==> config.mk <==
export PLATFORM = sky130hd
export DESIGN_NAME = nec_ir_frame_decoder_core_flat
export DESIGN_NICKNAME = d
export VERILOG_FILES = /design/src/rtl/necir_pkg.sv /design/src/rtl/necir_if.sv /design/src/rtl/nec_ir_frame_decoder_core.sv /design/src/rtl/necir_front.sv /design/src/rtl/necir_queue.sv /design/src/rtl/necir_back.sv /design/src/flat_wrapper.sv
export SDC_FILE = /design/constraint.sdc
export NUM_CORES = 1
export LEC_CHECK = 0
export BUFFER_PORTS_ARGS = -buffer_cell sky130_fd_sc_hd__buf_2
export CORE_UTILIZATION = 53
export CTS_BUF_LIST = sky130_fd_sc_hd__clkbuf_16
export DETAILED_ROUTE_END_ITERATION = 16
export PLACE_DENSITY = 0.77
export SETUP_SLACK_MARGIN = 0.1
export SLEW_MARGIN = 25
export SYNTH_ARGS = -nofsm -noshare
export SYNTH_HDL_FRONTEND = slang
export SYNTH_SLANG_ARGS = --single-unit
==> constraint.sdc <==
create_clock -name i_clk -period 15.7 [get_ports i_clk]
set_input_delay 3.14 -clock i_clk [delete_from_list [all_inputs] [get_ports i_clk]]
set_output_delay 3.14 -clock i_clk [all_outputs]
set_load 0.02 [all_outputs]
==> src/rtl/necir_pkg.sv <==
`timescale 1ns / 1ps
// necir_pkg: shared types, constants and helper functions for the nec ir frame decoder
// no dependencies

package necir_pkg;

    // default measured duration width in ticks
    localparam int DURATION_WIDTH_DEF = 15;
    // widest microsecond value for the largest duration width
    localparam int US_MAX_W = 17;
    // window compare width (target + slack and us + slack)
    localparam int WIN_W = US_MAX_W + 1;

    // classification queue
    localparam int QUEUE_DEPTH = 4;
    localparam int QPTR_W = $clog2(QUEUE_DEPTH);
    localparam int QCNT_W = QPTR_W + 1;

    // frame layout
    localparam int FRAME_BITS = 32;
    localparam int BIT_IDX_W = $clog2(FRAME_BITS);
    localparam int WORD_BITS = 16;

    // configuration port
    localparam int NUM_REGS = 8;
    localparam int PADDR_W = $clog2(NUM_REGS) + 2;
    localparam int PDATA_W = 32;

    // register indexes
    localparam logic [2:0] REG_EXPECTED_ADDRESS = 3'd0;
    localparam logic [2:0] REG_SLACK_US         = 3'd1;
    localparam logic [2:0] REG_HEADER_MARK_US   = 3'd2;
    localparam logic [2:0] REG_HEADER_SPACE_US  = 3'd3;
    localparam logic [2:0] REG_ONE_MARK_US      = 3'd4;
    localparam logic [2:0] REG_ONE_SPACE_US     = 3'd5;
    localparam logic [2:0] REG_ZERO_MARK_US     = 3'd6;
    localparam logic [2:0] REG_ZERO_SPACE_US    = 3'd7;

    // register reset values
    localparam logic [15:0] RST_EXPECTED_ADDRESS = 16'd0;
    localparam logic [11:0] RST_SLACK_US         = 12'd100;
    localparam logic [15:0] RST_HEADER_MARK_US   = 16'd9600;
    localparam logic [15:0] RST_HEADER_SPACE_US  = 16'd4480;
    localparam logic [15:0] RST_ONE_MARK_US      = 16'd590;
    localparam logic [15:0] RST_ONE_SPACE_US     = 16'd1690;
    localparam logic [15:0] RST_ZERO_MARK_US     = 16'd550;
    localparam logic [15:0] RST_ZERO_SPACE_US    = 16'd620;

    // result status codes
    localparam logic [2:0] STATUS_OK             = 3'd0;
    localparam logic [2:0] STATUS_BAD_ADDR_BIT   = 3'd1;
    localparam logic [2:0] STATUS_BAD_CMD_BIT    = 3'd2;
    localparam logic [2:0] STATUS_ADDR_CHECK     = 3'd3;
    localparam logic [2:0] STATUS_CMD_CHECK      = 3'd4;
    localparam logic [2:0] STATUS_FOREIGN_ADDR   = 3'd5;

    // timing configuration
    typedef struct packed {
        logic [15:0] expected_address;
        logic [11:0] slack_us;
        logic [15:0] header_mark_us;
        logic [15:0] header_space_us;
        logic [15:0] one_mark_us;
        logic [15:0] one_space_us;
        logic [15:0] zero_mark_us;
        logic [15:0] zero_space_us;
    } t_cfg;

    // classified pulse pair handed from front to back
    typedef struct packed {
        logic hdr_match;
        logic one_match;
        logic zero_match;
    } t_pair_class;

    // exclusive window test: target - slack < us < target + slack
    function automatic logic in_window(input logic [US_MAX_W-1:0] us,
                                       input logic [15:0] target,
                                       input logic [11:0] slack);
        logic [WIN_W-1:0] hi;
        logic [WIN_W-1:0] us_plus;
        hi      = WIN_W'(target) + WIN_W'(slack);
        us_plus = WIN_W'(us) + WIN_W'(slack);
        return (WIN_W'(us) < hi) && (us_plus > WIN_W'(target));
    endfunction

    // high byte must be the complement of the low byte
    function automatic logic word_ok(input logic [15:0] w);
        return w[15:8] == ~w[7:0];
    endfunction

endpackage

==> src/rtl/necir_if.sv <==
`timescale 1ns / 1ps
// necir_pair_if and necir_result_if: valid/ready channels of the nec ir frame decoder
// depends on necir_pkg

// measured pulse pair channel
interface necir_pair_if #(
    parameter int DUR_W = necir_pkg::DURATION_WIDTH_DEF
);
    logic             valid;
    logic             ready;
    logic             mark_level;
    logic [DUR_W-1:0] mark_ticks;
    logic             space_level;
    logic [DUR_W-1:0] space_ticks;

    modport source (output valid, output mark_level, output mark_ticks,
                    output space_level, output space_ticks, input ready);
    modport sink   (input valid, input mark_level, input mark_ticks,
                    input space_level, input space_ticks, output ready);
endinterface

// decoded frame result channel
interface necir_result_if;
    logic        valid;
    logic        ready;
    logic [2:0]  status;
    logic [7:0]  command;
    logic [15:0] address_word;

    modport source (output valid, output status, output command,
                    output address_word, input ready);
    modport sink   (input valid, input status, input command,
                    input address_word, output ready);
endinterface

==> src/rtl/nec_ir_frame_decoder_core.sv <==
`timescale 1ns / 1ps
// nec_ir_frame_decoder_core: top level with configuration registers, front, queue and back
// depends on necir_pkg, necir_if, necir_front, necir_queue and necir_back
// throughput: one pulse pair per cycle while the queue has room; the front classifies
// in the accepting cycle and the back registers a result from the queued classes
// a four-entry classification queue lets input run while the result side stalls
// reset: synchronous active-low; registers take their defaults, decoder waits for a header

module nec_ir_frame_decoder_core #(
    parameter int DURATION_WIDTH = necir_pkg::DURATION_WIDTH_DEF
) (
    input  logic                              i_clk,
    input  logic                              i_rst_n,
    necir_pair_if.sink                        i_pair,
    necir_result_if.source                    o_result,
    input  logic                              psel,
    input  logic                              penable,
    input  logic                              pwrite,
    input  logic [necir_pkg::PADDR_W-1:0]     paddr,
    input  logic [necir_pkg::PDATA_W-1:0]     pwdata,
    output logic [necir_pkg::PDATA_W-1:0]     prdata,
    output logic                              pready
);
    import necir_pkg::*;

    t_cfg        r_cfg;
    t_cfg        n_cfg;
    logic        cfg_wr;
    logic [2:0]  reg_idx;
    logic        q_push;
    logic        q_pop;
    logic        q_full;
    logic        q_valid;
    t_pair_class front_class;
    t_pair_class head_class;

    assign pready  = 1'b1;
    assign cfg_wr  = psel && penable && pwrite && pready;
    assign reg_idx = paddr[PADDR_W-1:2];

    // register write decode
    always_comb begin
        n_cfg = r_cfg;
        if (cfg_wr) begin
            case (reg_idx)
                REG_EXPECTED_ADDRESS: n_cfg.expected_address = pwdata[15:0];
                REG_SLACK_US:         n_cfg.slack_us         = pwdata[11:0];
                REG_HEADER_MARK_US:   n_cfg.header_mark_us   = pwdata[15:0];
                REG_HEADER_SPACE_US:  n_cfg.header_space_us  = pwdata[15:0];
                REG_ONE_MARK_US:      n_cfg.one_mark_us      = pwdata[15:0];
                REG_ONE_SPACE_US:     n_cfg.one_space_us     = pwdata[15:0];
                REG_ZERO_MARK_US:     n_cfg.zero_mark_us     = pwdata[15:0];
                REG_ZERO_SPACE_US:    n_cfg.zero_space_us    = pwdata[15:0];
                default:              n_cfg = r_cfg;
            endcase
        end
    end

    always_ff @(posedge i_clk) begin
        if (!i_rst_n) begin
            r_cfg.expected_address <= RST_EXPECTED_ADDRESS;
            r_cfg.slack_us         <= RST_SLACK_US;
            r_cfg.header_mark_us   <= RST_HEADER_MARK_US;
            r_cfg.header_space_us  <= RST_HEADER_SPACE_US;
            r_cfg.one_mark_us      <= RST_ONE_MARK_US;
            r_cfg.one_space_us     <= RST_ONE_SPACE_US;
            r_cfg.zero_mark_us     <= RST_ZERO_MARK_US;
            r_cfg.zero_space_us    <= RST_ZERO_SPACE_US;
        end else begin
            r_cfg <= n_cfg;
        end
    end

    // register read mux
    always_comb begin
        case (reg_idx)
            REG_EXPECTED_ADDRESS: prdata = PDATA_W'(r_cfg.expected_address);
            REG_SLACK_US:         prdata = PDATA_W'(r_cfg.slack_us);
            REG_HEADER_MARK_US:   prdata = PDATA_W'(r_cfg.header_mark_us);
            REG_HEADER_SPACE_US:  prdata = PDATA_W'(r_cfg.header_space_us);
            REG_ONE_MARK_US:      prdata = PDATA_W'(r_cfg.one_mark_us);
            REG_ONE_SPACE_US:     prdata = PDATA_W'(r_cfg.one_space_us);
            REG_ZERO_MARK_US:     prdata = PDATA_W'(r_cfg.zero_mark_us);
            REG_ZERO_SPACE_US:    prdata = PDATA_W'(r_cfg.zero_space_us);
            default:              prdata = '0;
        endcase
    end

    // pair classification
    necir_front #(
        .DUR_W (DURATION_WIDTH)
    ) u_front (
        .i_pair   (i_pair),
        .i_cfg    (r_cfg),
        .i_q_full (q_full),
        .o_push   (q_push),
        .o_class  (front_class)
    );

    // decoupling queue
    necir_queue u_queue (
        .i_clk   (i_clk),
        .i_rst_n (i_rst_n),
        .i_push  (q_push),
        .i_class (front_class),
        .i_pop   (q_pop),
        .o_full  (q_full),
        .o_valid (q_valid),
        .o_class (head_class)
    );

    // frame assembly and result
    necir_back u_back (
        .i_clk              (i_clk),
        .i_rst_n            (i_rst_n),
        .i_q_valid          (q_valid),
        .i_class            (head_class),
        .i_expected_address (r_cfg.expected_address),
        .o_pop              (q_pop),
        .o_result           (o_result)
    );

endmodule

==> src/rtl/necir_front.sv <==
`timescale 1ns / 1ps
// necir_front: takes pulse pairs, converts ticks to microseconds and matches timing windows
// depends on necir_pkg and necir_if

module necir_front #(
    parameter int DUR_W = necir_pkg::DURATION_WIDTH_DEF
) (
    necir_pair_if.sink              i_pair,
    input  necir_pkg::t_cfg         i_cfg,
    input  logic                    i_q_full,
    output logic                    o_push,
    output necir_pkg::t_pair_class  o_class
);
    import necir_pkg::*;

    logic [DUR_W:0]    mark_us_raw;
    logic [DUR_W:0]    space_us_raw;
    logic [US_MAX_W-1:0] mark_us;
    logic [US_MAX_W-1:0] space_us;
    logic              levels_ok;

    // ticks * 10 / 8 == ticks + ticks / 4
    assign mark_us_raw  = (DUR_W+1)'(i_pair.mark_ticks) + (DUR_W+1)'(i_pair.mark_ticks >> 2);
    assign space_us_raw = (DUR_W+1)'(i_pair.space_ticks) + (DUR_W+1)'(i_pair.space_ticks >> 2);
    assign mark_us      = US_MAX_W'(mark_us_raw);
    assign space_us     = US_MAX_W'(space_us_raw);

    // active-low mark followed by an idle space
    assign levels_ok = !i_pair.mark_level && i_pair.space_level;

    // window matches against every target
    always_comb begin
        o_class.hdr_match  = levels_ok
                           && in_window(mark_us, i_cfg.header_mark_us, i_cfg.slack_us)
                           && in_window(space_us, i_cfg.header_space_us, i_cfg.slack_us);
        o_class.one_match  = levels_ok
                           && in_window(mark_us, i_cfg.one_mark_us, i_cfg.slack_us)
                           && in_window(space_us, i_cfg.one_space_us, i_cfg.slack_us);
        o_class.zero_match = levels_ok
                           && in_window(mark_us, i_cfg.zero_mark_us, i_cfg.slack_us)
                           && in_window(space_us, i_cfg.zero_space_us, i_cfg.slack_us);
    end

    // accept whenever the queue has room
    assign i_pair.ready = !i_q_full;
    assign o_push       = i_pair.valid && !i_q_full;

endmodule

==> src/rtl/necir_queue.sv <==
`timescale 1ns / 1ps
// necir_queue: small fifo of classified pulse pairs between front and back
// depends on necir_pkg

module necir_queue (
    input  logic                    i_clk,
    input  logic                    i_rst_n,
    input  logic                    i_push,
    input  necir_pkg::t_pair_class  i_class,
    input  logic                    i_pop,
    output logic                    o_full,
    output logic                    o_valid,
    output necir_pkg::t_pair_class  o_class
);
    import necir_pkg::*;

    t_pair_class       r_mem [QUEUE_DEPTH];
    logic [QPTR_W-1:0] r_wr_ptr;
    logic [QPTR_W-1:0] n_wr_ptr;
    logic [QPTR_W-1:0] r_rd_ptr;
    logic [QPTR_W-1:0] n_rd_ptr;
    logic [QCNT_W-1:0] r_count;
    logic [QCNT_W-1:0] n_count;
    logic              do_pop;

    assign o_full  = (r_count == QCNT_W'(QUEUE_DEPTH));
    assign o_valid = (r_count != '0);
    assign o_class = r_mem[r_rd_ptr];
    assign do_pop  = i_pop && o_valid;

    // pointer and occupancy update
    always_comb begin
        n_wr_ptr = r_wr_ptr;
        n_rd_ptr = r_rd_ptr;
        n_count  = r_count;
        if (i_push) begin
            n_wr_ptr = r_wr_ptr + 1'b1;
        end
        if (do_pop) begin
            n_rd_ptr = r_rd_ptr + 1'b1;
        end
        case ({i_push, do_pop})
            2'b10:   n_count = r_count + 1'b1;
            2'b01:   n_count = r_count - 1'b1;
            default: n_count = r_count;
        endcase
    end

    always_ff @(posedge i_clk) begin
        if (!i_rst_n) begin
            r_wr_ptr <= '0;
            r_rd_ptr <= '0;
            r_count  <= '0;
        end else begin
            r_wr_ptr <= n_wr_ptr;
            r_rd_ptr <= n_rd_ptr;
            r_count  <= n_count;
        end
    end

    // entry storage
    always_ff @(posedge i_clk) begin
        if (i_push) begin
            r_mem[r_wr_ptr] <= i_class;
        end
    end

endmodule

==> src/rtl/necir_back.sv <==
`timescale 1ns / 1ps
// necir_back: frame sequencer, bit assembly, word checks and registered result output
// depends on necir_pkg and necir_if

module necir_back (
    input  logic                    i_clk,
    input  logic                    i_rst_n,
    input  logic                    i_q_valid,
    input  necir_pkg::t_pair_class  i_class,
    input  logic [15:0]             i_expected_address,
    output logic                    o_pop,
    necir_result_if.source          o_result
);
    import necir_pkg::*;

    typedef enum logic [1:0] {
        ST_IDLE  = 2'b01,
        ST_FRAME = 2'b10
    } t_back_state;

    t_back_state          r_state;
    t_back_state          n_state;
    logic [BIT_IDX_W-1:0] r_bits;
    logic [BIT_IDX_W-1:0] n_bits;
    logic [FRAME_BITS-1:0] r_shift;
    logic [FRAME_BITS-1:0] n_shift;
    logic                 r_out_valid;
    logic                 n_out_valid;
    logic [2:0]           r_status;
    logic [2:0]           n_status;
    logic [7:0]           r_command;
    logic [7:0]           n_command;
    logic [15:0]          r_address;
    logic [15:0]          n_address;
    logic                 emit;
    logic                 data_bit;
    logic [FRAME_BITS-1:0] set_mask;
    logic [FRAME_BITS-1:0] full_shift;
    logic [15:0]          addr_word;
    logic [15:0]          cmd_word;

    // pop when the output register is free or being drained
    assign o_pop = i_q_valid && (!r_out_valid || o_result.ready);

    assign data_bit   = i_class.one_match;
    assign set_mask   = FRAME_BITS'(data_bit) << r_bits;
    assign full_shift = r_shift | set_mask;
    assign addr_word  = full_shift[WORD_BITS-1:0];
    assign cmd_word   = full_shift[FRAME_BITS-1:WORD_BITS];

    // frame sequencing
    always_comb begin
        n_state   = r_state;
        n_bits    = r_bits;
        n_shift   = r_shift;
        emit      = 1'b0;
        n_status  = STATUS_OK;
        n_command = '0;
        n_address = r_shift[WORD_BITS-1:0];
        if (o_pop) begin
            case (r_state)
                ST_IDLE: begin
                    if (i_class.hdr_match) begin
                        n_state = ST_FRAME;
                        n_bits  = '0;
                        n_shift = '0;
                    end
                end
                ST_FRAME: begin
                    if (i_class.one_match || i_class.zero_match) begin
                        n_shift = full_shift;
                        if (r_bits == BIT_IDX_W'(FRAME_BITS - 1)) begin
                            // full frame: checks in priority order
                            emit      = 1'b1;
                            n_state   = ST_IDLE;
                            n_bits    = '0;
                            n_address = addr_word;
                            if (!word_ok(addr_word)) begin
                                n_status = STATUS_ADDR_CHECK;
                            end else if (!word_ok(cmd_word)) begin
                                n_status = STATUS_CMD_CHECK;
                            end else if (addr_word != i_expected_address) begin
                                n_status = STATUS_FOREIGN_ADDR;
                            end else begin
                                n_status  = STATUS_OK;
                                n_command = cmd_word[7:0];
                            end
                        end else begin
                            n_bits = r_bits + 1'b1;
                        end
                    end else begin
                        // bad pair aborts the frame
                        emit    = 1'b1;
                        n_state = ST_IDLE;
                        n_bits  = '0;
                        if (r_bits < BIT_IDX_W'(WORD_BITS)) begin
                            n_status = STATUS_BAD_ADDR_BIT;
                        end else begin
                            n_status = STATUS_BAD_CMD_BIT;
                        end
                    end
                end
                default: begin
                    n_state = ST_IDLE;
                    n_bits  = '0;
                end
            endcase
        end
    end

    // output register valid
    always_comb begin
        n_out_valid = r_out_valid;
        if (o_result.ready) begin
            n_out_valid = 1'b0;
        end
        if (emit) begin
            n_out_valid = 1'b1;
        end
    end

    always_ff @(posedge i_clk) begin
        if (!i_rst_n) begin
            r_state     <= ST_IDLE;
            r_bits      <= '0;
            r_shift     <= '0;
            r_out_valid <= 1'b0;
        end else begin
            r_state     <= n_state;
            r_bits      <= n_bits;
            r_shift     <= n_shift;
            r_out_valid <= n_out_valid;
        end
    end

    // result payload
    always_ff @(posedge i_clk) begin
        if (emit) begin
            r_status  <= n_status;
            r_command <= n_command;
            r_address <= n_address;
        end
    end

    assign o_result.valid        = r_out_valid;
    assign o_result.status       = r_status;
    assign o_result.command      = r_command;
    assign o_result.address_word = r_address;

endmodule
==> src/flat_wrapper.sv <==
// flat-port wrapper written by rule: the top's interface ports become plain ports
module nec_ir_frame_decoder_core_flat import necir_pkg::*;
#(
    parameter int DURATION_WIDTH = necir_pkg::DURATION_WIDTH_DEF
)
  (i_clk, i_rst_n, psel, penable, pwrite, paddr, pwdata, prdata, pready, i_pair_valid, i_pair_mark_level, i_pair_mark_ticks, i_pair_space_level, i_pair_space_ticks, i_pair_ready, o_result_valid, o_result_status, o_result_command, o_result_address_word, o_result_ready);
  necir_pair_if i_pair_i ();
  necir_result_if o_result_i ();
  input  logic i_clk;
  input  logic i_rst_n;
  input  logic psel;
  input  logic penable;
  input  logic pwrite;
  input  logic [necir_pkg::PADDR_W-1:0] paddr;
  input  logic [necir_pkg::PDATA_W-1:0] pwdata;
  output logic [necir_pkg::PDATA_W-1:0] prdata;
  output logic pready;
  input wire logic [$bits(i_pair_i.valid)-1:0] i_pair_valid;
  input wire logic [$bits(i_pair_i.mark_level)-1:0] i_pair_mark_level;
  input wire logic [$bits(i_pair_i.mark_ticks)-1:0] i_pair_mark_ticks;
  input wire logic [$bits(i_pair_i.space_level)-1:0] i_pair_space_level;
  input wire logic [$bits(i_pair_i.space_ticks)-1:0] i_pair_space_ticks;
  output wire logic [$bits(i_pair_i.ready)-1:0] i_pair_ready;
  output wire logic [$bits(o_result_i.valid)-1:0] o_result_valid;
  output wire logic [$bits(o_result_i.status)-1:0] o_result_status;
  output wire logic [$bits(o_result_i.command)-1:0] o_result_command;
  output wire logic [$bits(o_result_i.address_word)-1:0] o_result_address_word;
  input wire logic [$bits(o_result_i.ready)-1:0] o_result_ready;
  assign i_pair_i.valid = i_pair_valid;
  assign i_pair_i.mark_level = i_pair_mark_level;
  assign i_pair_i.mark_ticks = i_pair_mark_ticks;
  assign i_pair_i.space_level = i_pair_space_level;
  assign i_pair_i.space_ticks = i_pair_space_ticks;
  assign i_pair_ready = i_pair_i.ready;
  assign o_result_valid = o_result_i.valid;
  assign o_result_status = o_result_i.status;
  assign o_result_command = o_result_i.command;
  assign o_result_address_word = o_result_i.address_word;
  assign o_result_i.ready = o_result_ready;
  nec_ir_frame_decoder_core #(.DURATION_WIDTH(DURATION_WIDTH)) u_core (.i_clk(i_clk), .i_rst_n(i_rst_n), .i_pair(i_pair_i), .o_result(o_result_i), .psel(psel), .penable(penable), .pwrite(pwrite), .paddr(paddr), .pwdata(pwdata), .prdata(prdata), .pready(pready));
endmodule
==> metrics.md, run 1 <==
| Metric | Value |
|---|---|
| Synth Warn # | `0` |
| H-tree depth | `1` |
| Metal3 WL | `5.45 mm` |
| Final Critical Period | `9.55 ns` |
| Top Metal Used | `met5` |
| Final hold violations | `0` |
| Power Total | `1.80 mW` |
| EDFF count, synth | `39` |
| Reg2reg end | `u_core.u_queue.r_mem[0][2]` |
| Leakage | `9.16 nW` |
| Drt pass-1 iters | `6` |
| Final WL | `65.4 mm` |
| Peak fanout along the critical path | `40` |
| Worst-path cell chain | `buf_2 > clkinv_1 > nor2_1 > a22oi_1 > o221ai_1 > a21oi_1 > nor2_1 > buf_2` |
| IO Pins | `138` |
| Largest net degree at the start of global routing | `129` |
| Post-DR wirelength/cell | `21.2 um` |
| Clk slew on worst S/H paths | `0.06 ns` |
| Initial antenna violation count | `1` |
| Wire length on met1 | `27.3 mm` |
| Hold endpoint | `u_core.u_back.r_state[1]` |
| Distinct cells, synth | `92` |
| Clock sink total | `212` |
| Mapped Area | `20400 sq um` |
| Worst min-delay path class | `reg2reg` |
| Area grow syn2layout | `7.60%` |
| Slowest-stage cell, CP | `nor2_1` |
| Seq cells post-synth | `212` |
| Die Height | `198 um` |
| Largest area contributor in the netlist | `ha_1` |
| Dpl cell area | `21200 sq um` |
| Initial Util | `54.0%` |
| Resized Gates After CTS | `0` |
| Post-synthesis sequential area ratio | `22.7%` |
| Worst Setup End Kind | `primary output` |
| Synth top area cells | `ha_1 20%, dfxtp_1 17%, nand2_1 6.0%` |
| Vias/cell | `6.22` |
| Clock tree buffer depth | `3` |
| Status | `completed` |
| Met2 WL post-DR | `29.2 mm` |
| DRC | `0` |
| Root Driver | `clkbuf_16` |
| Final Net Count | `2955` |
| WS Path Type | `in2out` |
| Worst EP required | `12.56 ns` |
| Total gr overflow | `0` |
| # rows | `71` |
| Via count | `19100` |
| VDD IR max | `0.0000635 V` |
| Gr usage total | `32.9%` |
| Detailed router's first-iteration violation count | `1703` |
| Post-CTS Repair Setup Buffers | `0` |
| CP top delay family | `buffers and inverters` |
| Setup TNS | `0 ns` |
| Clk_lat worst skew | `0.54 ns` |
| Max_cap viols | `0` |
| Core area | `37800 sq um` |
| Min-delay src | `u_core.u_back.r_state[1]` |
| Setup crit start kind | `input pin` |
| Worst reg-to-reg path cell count | `18` |
| Slew Viols, Final | `0` |
| Worst EP arrival | `6.41 ns` |
| Main synth FF type | `dfxtp_1` |
| Fin Clk Skew | `0.0324 ns` |
| Num CTS Buffers | `22` |
| Highest clock rate | `0.105 GHz` |
| Hold depth | `2` |
| RSZ-0062 raised after global routing | `no` |
| I/O Buffers | `102` |
| Synthesized area per cell | `8.15 sq um` |
| RR Startpoint | `u_core.r_cfg[96]` |
| GP Congestion | `0.986` |
| Final Instance Area | `21900 sq um` |
| Post-CTS Hold Buffers | `0` |
| WP buf/inv | `3` |
| Final ANT Viol Nets | `0` |
| Fillcell total | `3381` |
| Tcrit/Tclk final | `60.8%` |
| Top cell type's share of synthesized area | `19.5%` |
| Detailed Place HPWL | `50.9 mm` |
| Worst slew pin tran | `1.06 ns` |
| Slowest stage delay, CP | `0.85 ns` |
| Die Area | `39300 sq um` |
| Die width | `198 um` |
| Slew HR | `28.7%` |
| Global-route wire length before repair | `101 mm` |
| Layout cells sized above 1 | `7.83%` |
| Final setup violation count | `0` |
| Syn Inst Count | `2504` |
| FFs w/ async S/R, synth | `0%` |
| Vias in the first global route | `18400` |
| R2r setup slk | `9.73 ns` |
| TritonCTS clock tree | `built` |
| PwrDens | `81.9 nW/um^2` |
-- how the worst max path moves through the flow --
stage,start,slack (ns),cells past startpoint,to
floorplan,paddr[3],7.77,7,prdata[2]
global placement,paddr[3],6.33,8,prdata[11]
detailed placement,i_pair_space_ticks[1],6.26,20,u_core.u_queue.r_mem[0][2]
CTS,paddr[3],6.30,8,prdata[11]
global route,paddr[3],6.17,8,prdata[11]
finish,paddr[3],6.15,8,prdata[11]
-- cell usage after synthesis (20+ instances only) --
cell,n
a21oi_1,149
clkbuf_1,64
and2_1,28
o21ai_0,87
a22oi_1,40
mux2i_1,20
nor2_1,142
nand4_1,32
a31oi_1,23
nor3_1,40
edfxtp_1,39
ha_1,318
o21bai_1,23
dfxtp_1,173
a21boi_0,108
a21o_1,61
xnor2_1,91
buf_4,29
nor2b_1,69
nand3_1,60
o211ai_1,36
nand2b_1,37
xor2_1,48
nand2_1,325
inv_1,165
-- cell type report --
type	instances	area [sq um]	share of cell area, %
clock buffers	22	551	2.51
diodes	1	2.50	0.0114
well taps	511	639	2.91
inverters	167	627	2.86
flip-flops and latches	212	4630	21.1
clock inverters	18	181	0.827
repair buffers	115	614	2.80
multi-input cells	2032	14700	67.0
-- cell usage in the layout (no fill, tap or decap), types with 20 or more instances in the layout --
cell / count
a21boi_0: 108
a21o_1: 61
a21oi_1: 149
a22oi_1: 40
a31oi_1: 23
and2_1: 28
buf_2: 101
clkbuf_16: 22
dfxtp_1: 173
edfxtp_1: 39
ha_1: 318
inv_1: 168
mux2i_1: 20
nand2_1: 325
nand2b_1: 37
nand3_1: 60
nand4_1: 32
nor2_1: 138
nor2b_1: 69
nor3_1: 37
o211ai_1: 36
o21ai_0: 87
o21bai_1: 23
xnor2_1: 91
xor2_1: 48
-- routing by layer --
layer | up-vias | global-route usage [%]
met5 | - | 0
met4 | 2 | 16.1
met3 | 193 | 5.08
met2 | 856 | 53.6
met1 | 8984 | 42.2
li1 | 9099 | -
-- metrics by stage --
step                std cells  hold slack [ns]  util, %  worst slack (ns)
finish                   3078            0.490     58.1              6.15
CTS                      3077            0.493     58.1              6.30
global placement         3037            0.471     56.1              6.33
detailed placement       3037            0.483     56.2              6.26
floorplan                2519            0.456        -              7.77
global route             3077            0.507     58.1              6.17
-- worst min-delay path: stages, from the launching register on --
cell	delay, ns
dfxtp_1	0.32
nand2_1	0.05
a21boi_0	0.07
-- flip-flops by register name, indices dropped and copies added (netlist names), named ones only --
register,cells
u_core.r_cfg,124
u_core.u_back.r_shift,32
u_core.u_back.o_result.address_word,16
u_core.u_queue.r_mem,12
u_core.u_back.o_result.command,8
u_core.u_back.r_bits,5
u_core.u_back.o_result.status,3
u_core.u_queue.r_count,3
u_core.u_back.r_state,2
u_core.u_queue.r_rd_ptr,2
u_core.u_queue.r_wr_ptr,2
u_core.u_back.o_result.valid,1
-- power by group --
group	switching [mW]	internal, mW	total, mW
clock network	0.236	0.308	0.544
logic	0.412	0.259	0.671
registers	0.0149	0.568	0.583
-- logic make-up after synthesis --
family                   after synthesis  synth area share, %
XOR/XNOR                             139                 5.97
multiplexers                          38                 2.67
adder cells (fa/ha/maj)              329                 20.6
AND/OR/NAND/NOR                      806                 18.8
buffers and inverters                275                 5.69
other                                  2               0.0368
AO/OA/AOI/OAI                        703                 23.6
flip-flops                           212                 22.7
No activity file was read; power rests on OpenSTA's default activity.
==> run 2: changes to the inputs <==
clock period = 9.9 ns   (was 15.7 ns; I/O delays follow)
==> metrics.md, run 2 (synthesized netlist as in run 1, its figures left out) <==
| Metric | Value |
|---|---|
| Status | `completed` |
| Biggest register | `u_core.r_cfg` |
| Final Critical Period | `7.53 ns` |
| Area grow syn2layout | `7.83%` |
| Fillcell total | `3431` |
| Leakage | `9.19 nW` |
| Power Total | `2.86 mW` |
| Commonest non-fill, non-tap cell in the layout | `nand2_1` |
| Vias in the first global route | `18600` |
| Worst slew pin tran | `1.05 ns` |
| IO Pins | `138` |
| Die Height | `198 um` |
| Worst EP required | `10.09 ns` |
| Clk_lat worst skew | `0.54 ns` |
| WS Path Type | `in2reg` |
| TritonCTS clock tree | `built` |
| Num CTS Buffers | `22` |
| FF/Latch Area | `4630 sq um` |
| Peak fanout along the critical path | `5` |
| Root Driver | `clkbuf_16` |
| Vias/cell | `6.28` |
| Initial antenna violation count | `2` |
| Via count | `19400` |
| Drt pass-1 iters | `6` |
| Final std cells w/o fill | `3085` |
| Global-route wire length before repair | `103 mm` |
| Max_cap viols | `0` |
| Post-DR wirelength/cell | `21.6 um` |
| Hold depth | `2` |
| Max reg flops | `124` |
| Slew Viols, Final | `0` |
| Post-CTS Repair Setup Buffers | `0` |
| H-tree depth | `1` |
| Largest net degree at the start of global routing | `94` |
| Multi-input logic area | `14700 sq um` |
| Setup crit start kind | `input pin` |
| Die Area | `39300 sq um` |
| Highest clock rate | `0.133 GHz` |
| Fin Clk Skew | `0.0256 ns` |
| Final ANT Viol Nets | `0` |
| Tcrit/Tclk final | `76.0%` |
| Post-CTS Hold Buffers | `0` |
| Die width | `198 um` |
| Final setup violation count | `0` |
| Detailed router's first-iteration violation count | `1666` |
| Setup TNS | `0 ns` |
| Slew HR | `29.8%` |
| Final hold violations | `0` |
| Clock tree buffer depth | `3` |
| Final hold slack | `0.501 ns` |
| Fin util | `58.3%` |
| RSZ-0062 raised after global routing | `no` |
| VDD IR max | `0.0000910 V` |
| Detailed Place HPWL | `52.1 mm` |
| Commonest non-fill, non-tap cells in the layout | `325 x nand2_1, 318 x ha_1, 173 x dfxtp_1, 166 x inv_1, 149 x a21oi_1` |
| Gr usage total | `33.8%` |
| Resized Gates After CTS | `0` |
| Total gr overflow | `0` |
| Placed cells | `3043` |
| Worst reg-to-reg path cell count | `14` |
| Worst EP arrival | `7.72 ns` |
| I/O Buffers | `102` |
| Clock sink total | `212` |
| Clk slew on worst S/H paths | `0.07 ns` |
| Layout cells sized above 1 | `8.05%` |
| # rows | `71` |
| Worst min-delay path class | `reg2reg` |
| PwrDens | `130 nW/um^2` |
| Initial Util | `54.0%` |
| Final Net Count | `2961` |
| Worst Setup End Kind | `register` |
| GP Congestion | `1.02` |
| Core area | `37800 sq um` |
| DRC | `0` |
| Final WL | `66.5 mm` |
-- run 2: stage by stage --
step	instance area (sq um)	setup slack [ns]
after floorplan	20500	3.30
after global placement	21200	1.99
after detailed placement	21300	1.90
after CTS	22000	2.43
after global routing	22000	2.07
final	22000	2.37
-- run 2: power breakdown --
group,switching [mW],internal [mW]
Sequential,0.0225,0.901
Clock,0.369,0.501
Combinational,0.652,0.411
Total,1.04,1.81
-- run 2: routing by layer --
metal | track usage (%) | part of all wire (%) | wire length, um
met4 | 14.9 | 4.5 | 3020
met2 | 55.2 | 45 | 30100
met3 | 4.94 | 8.4 | 5590
met1 | 44.0 | 42 | 27800
met5 | 0 | 0 | 0
-- run 2: final cells by class --
type | count | area share, %
diodes | 2 | 0.0228
clock buffers | 23 | 2.62
clock inverters | 17 | 0.734
inverters | 167 | 2.85
multi-input cells | 2032 | 66.8
flip-flops and latches | 212 | 21.1
well taps | 511 | 2.91
repair buffers | 121 | 2.98
-- run 2: path summary, 6_finish.rpt --
path / startpoint / slack (ns) / to
worst max-delay path: i_pair_space_ticks[3] / 2.37 / u_core.u_queue.r_mem[1][2]
worst max register to register: u_core.r_cfg[96] / 4.26 / u_core.u_queue.r_mem[1][2]
worst min register to register: u_core.r_cfg[14] / 0.50 / u_core.r_cfg[14]
worst min-delay path: u_core.r_cfg[14] / 0.50 / u_core.r_cfg[14]
-- run 2: worst max-delay path, cell delays in order --
cell and delay, ns:
buf_2 0.12, ha_1 0.28, a211oi_1 0.32, o21ai_0 0.18
a2111oi_0 0.55, nor3_1 0.14, xor2_1 0.52, ha_1 0.39
a21oi_1 0.21, nand2_1 0.06, o21ai_0 0.30, o21ai_0 0.21
xor2_1 0.33, ha_1 0.31, nand4_1 0.18, or4_1 0.16
o211ai_1 0.17, a31oi_1 0.32, o21ai_0 0.14, nor4_1 0.83
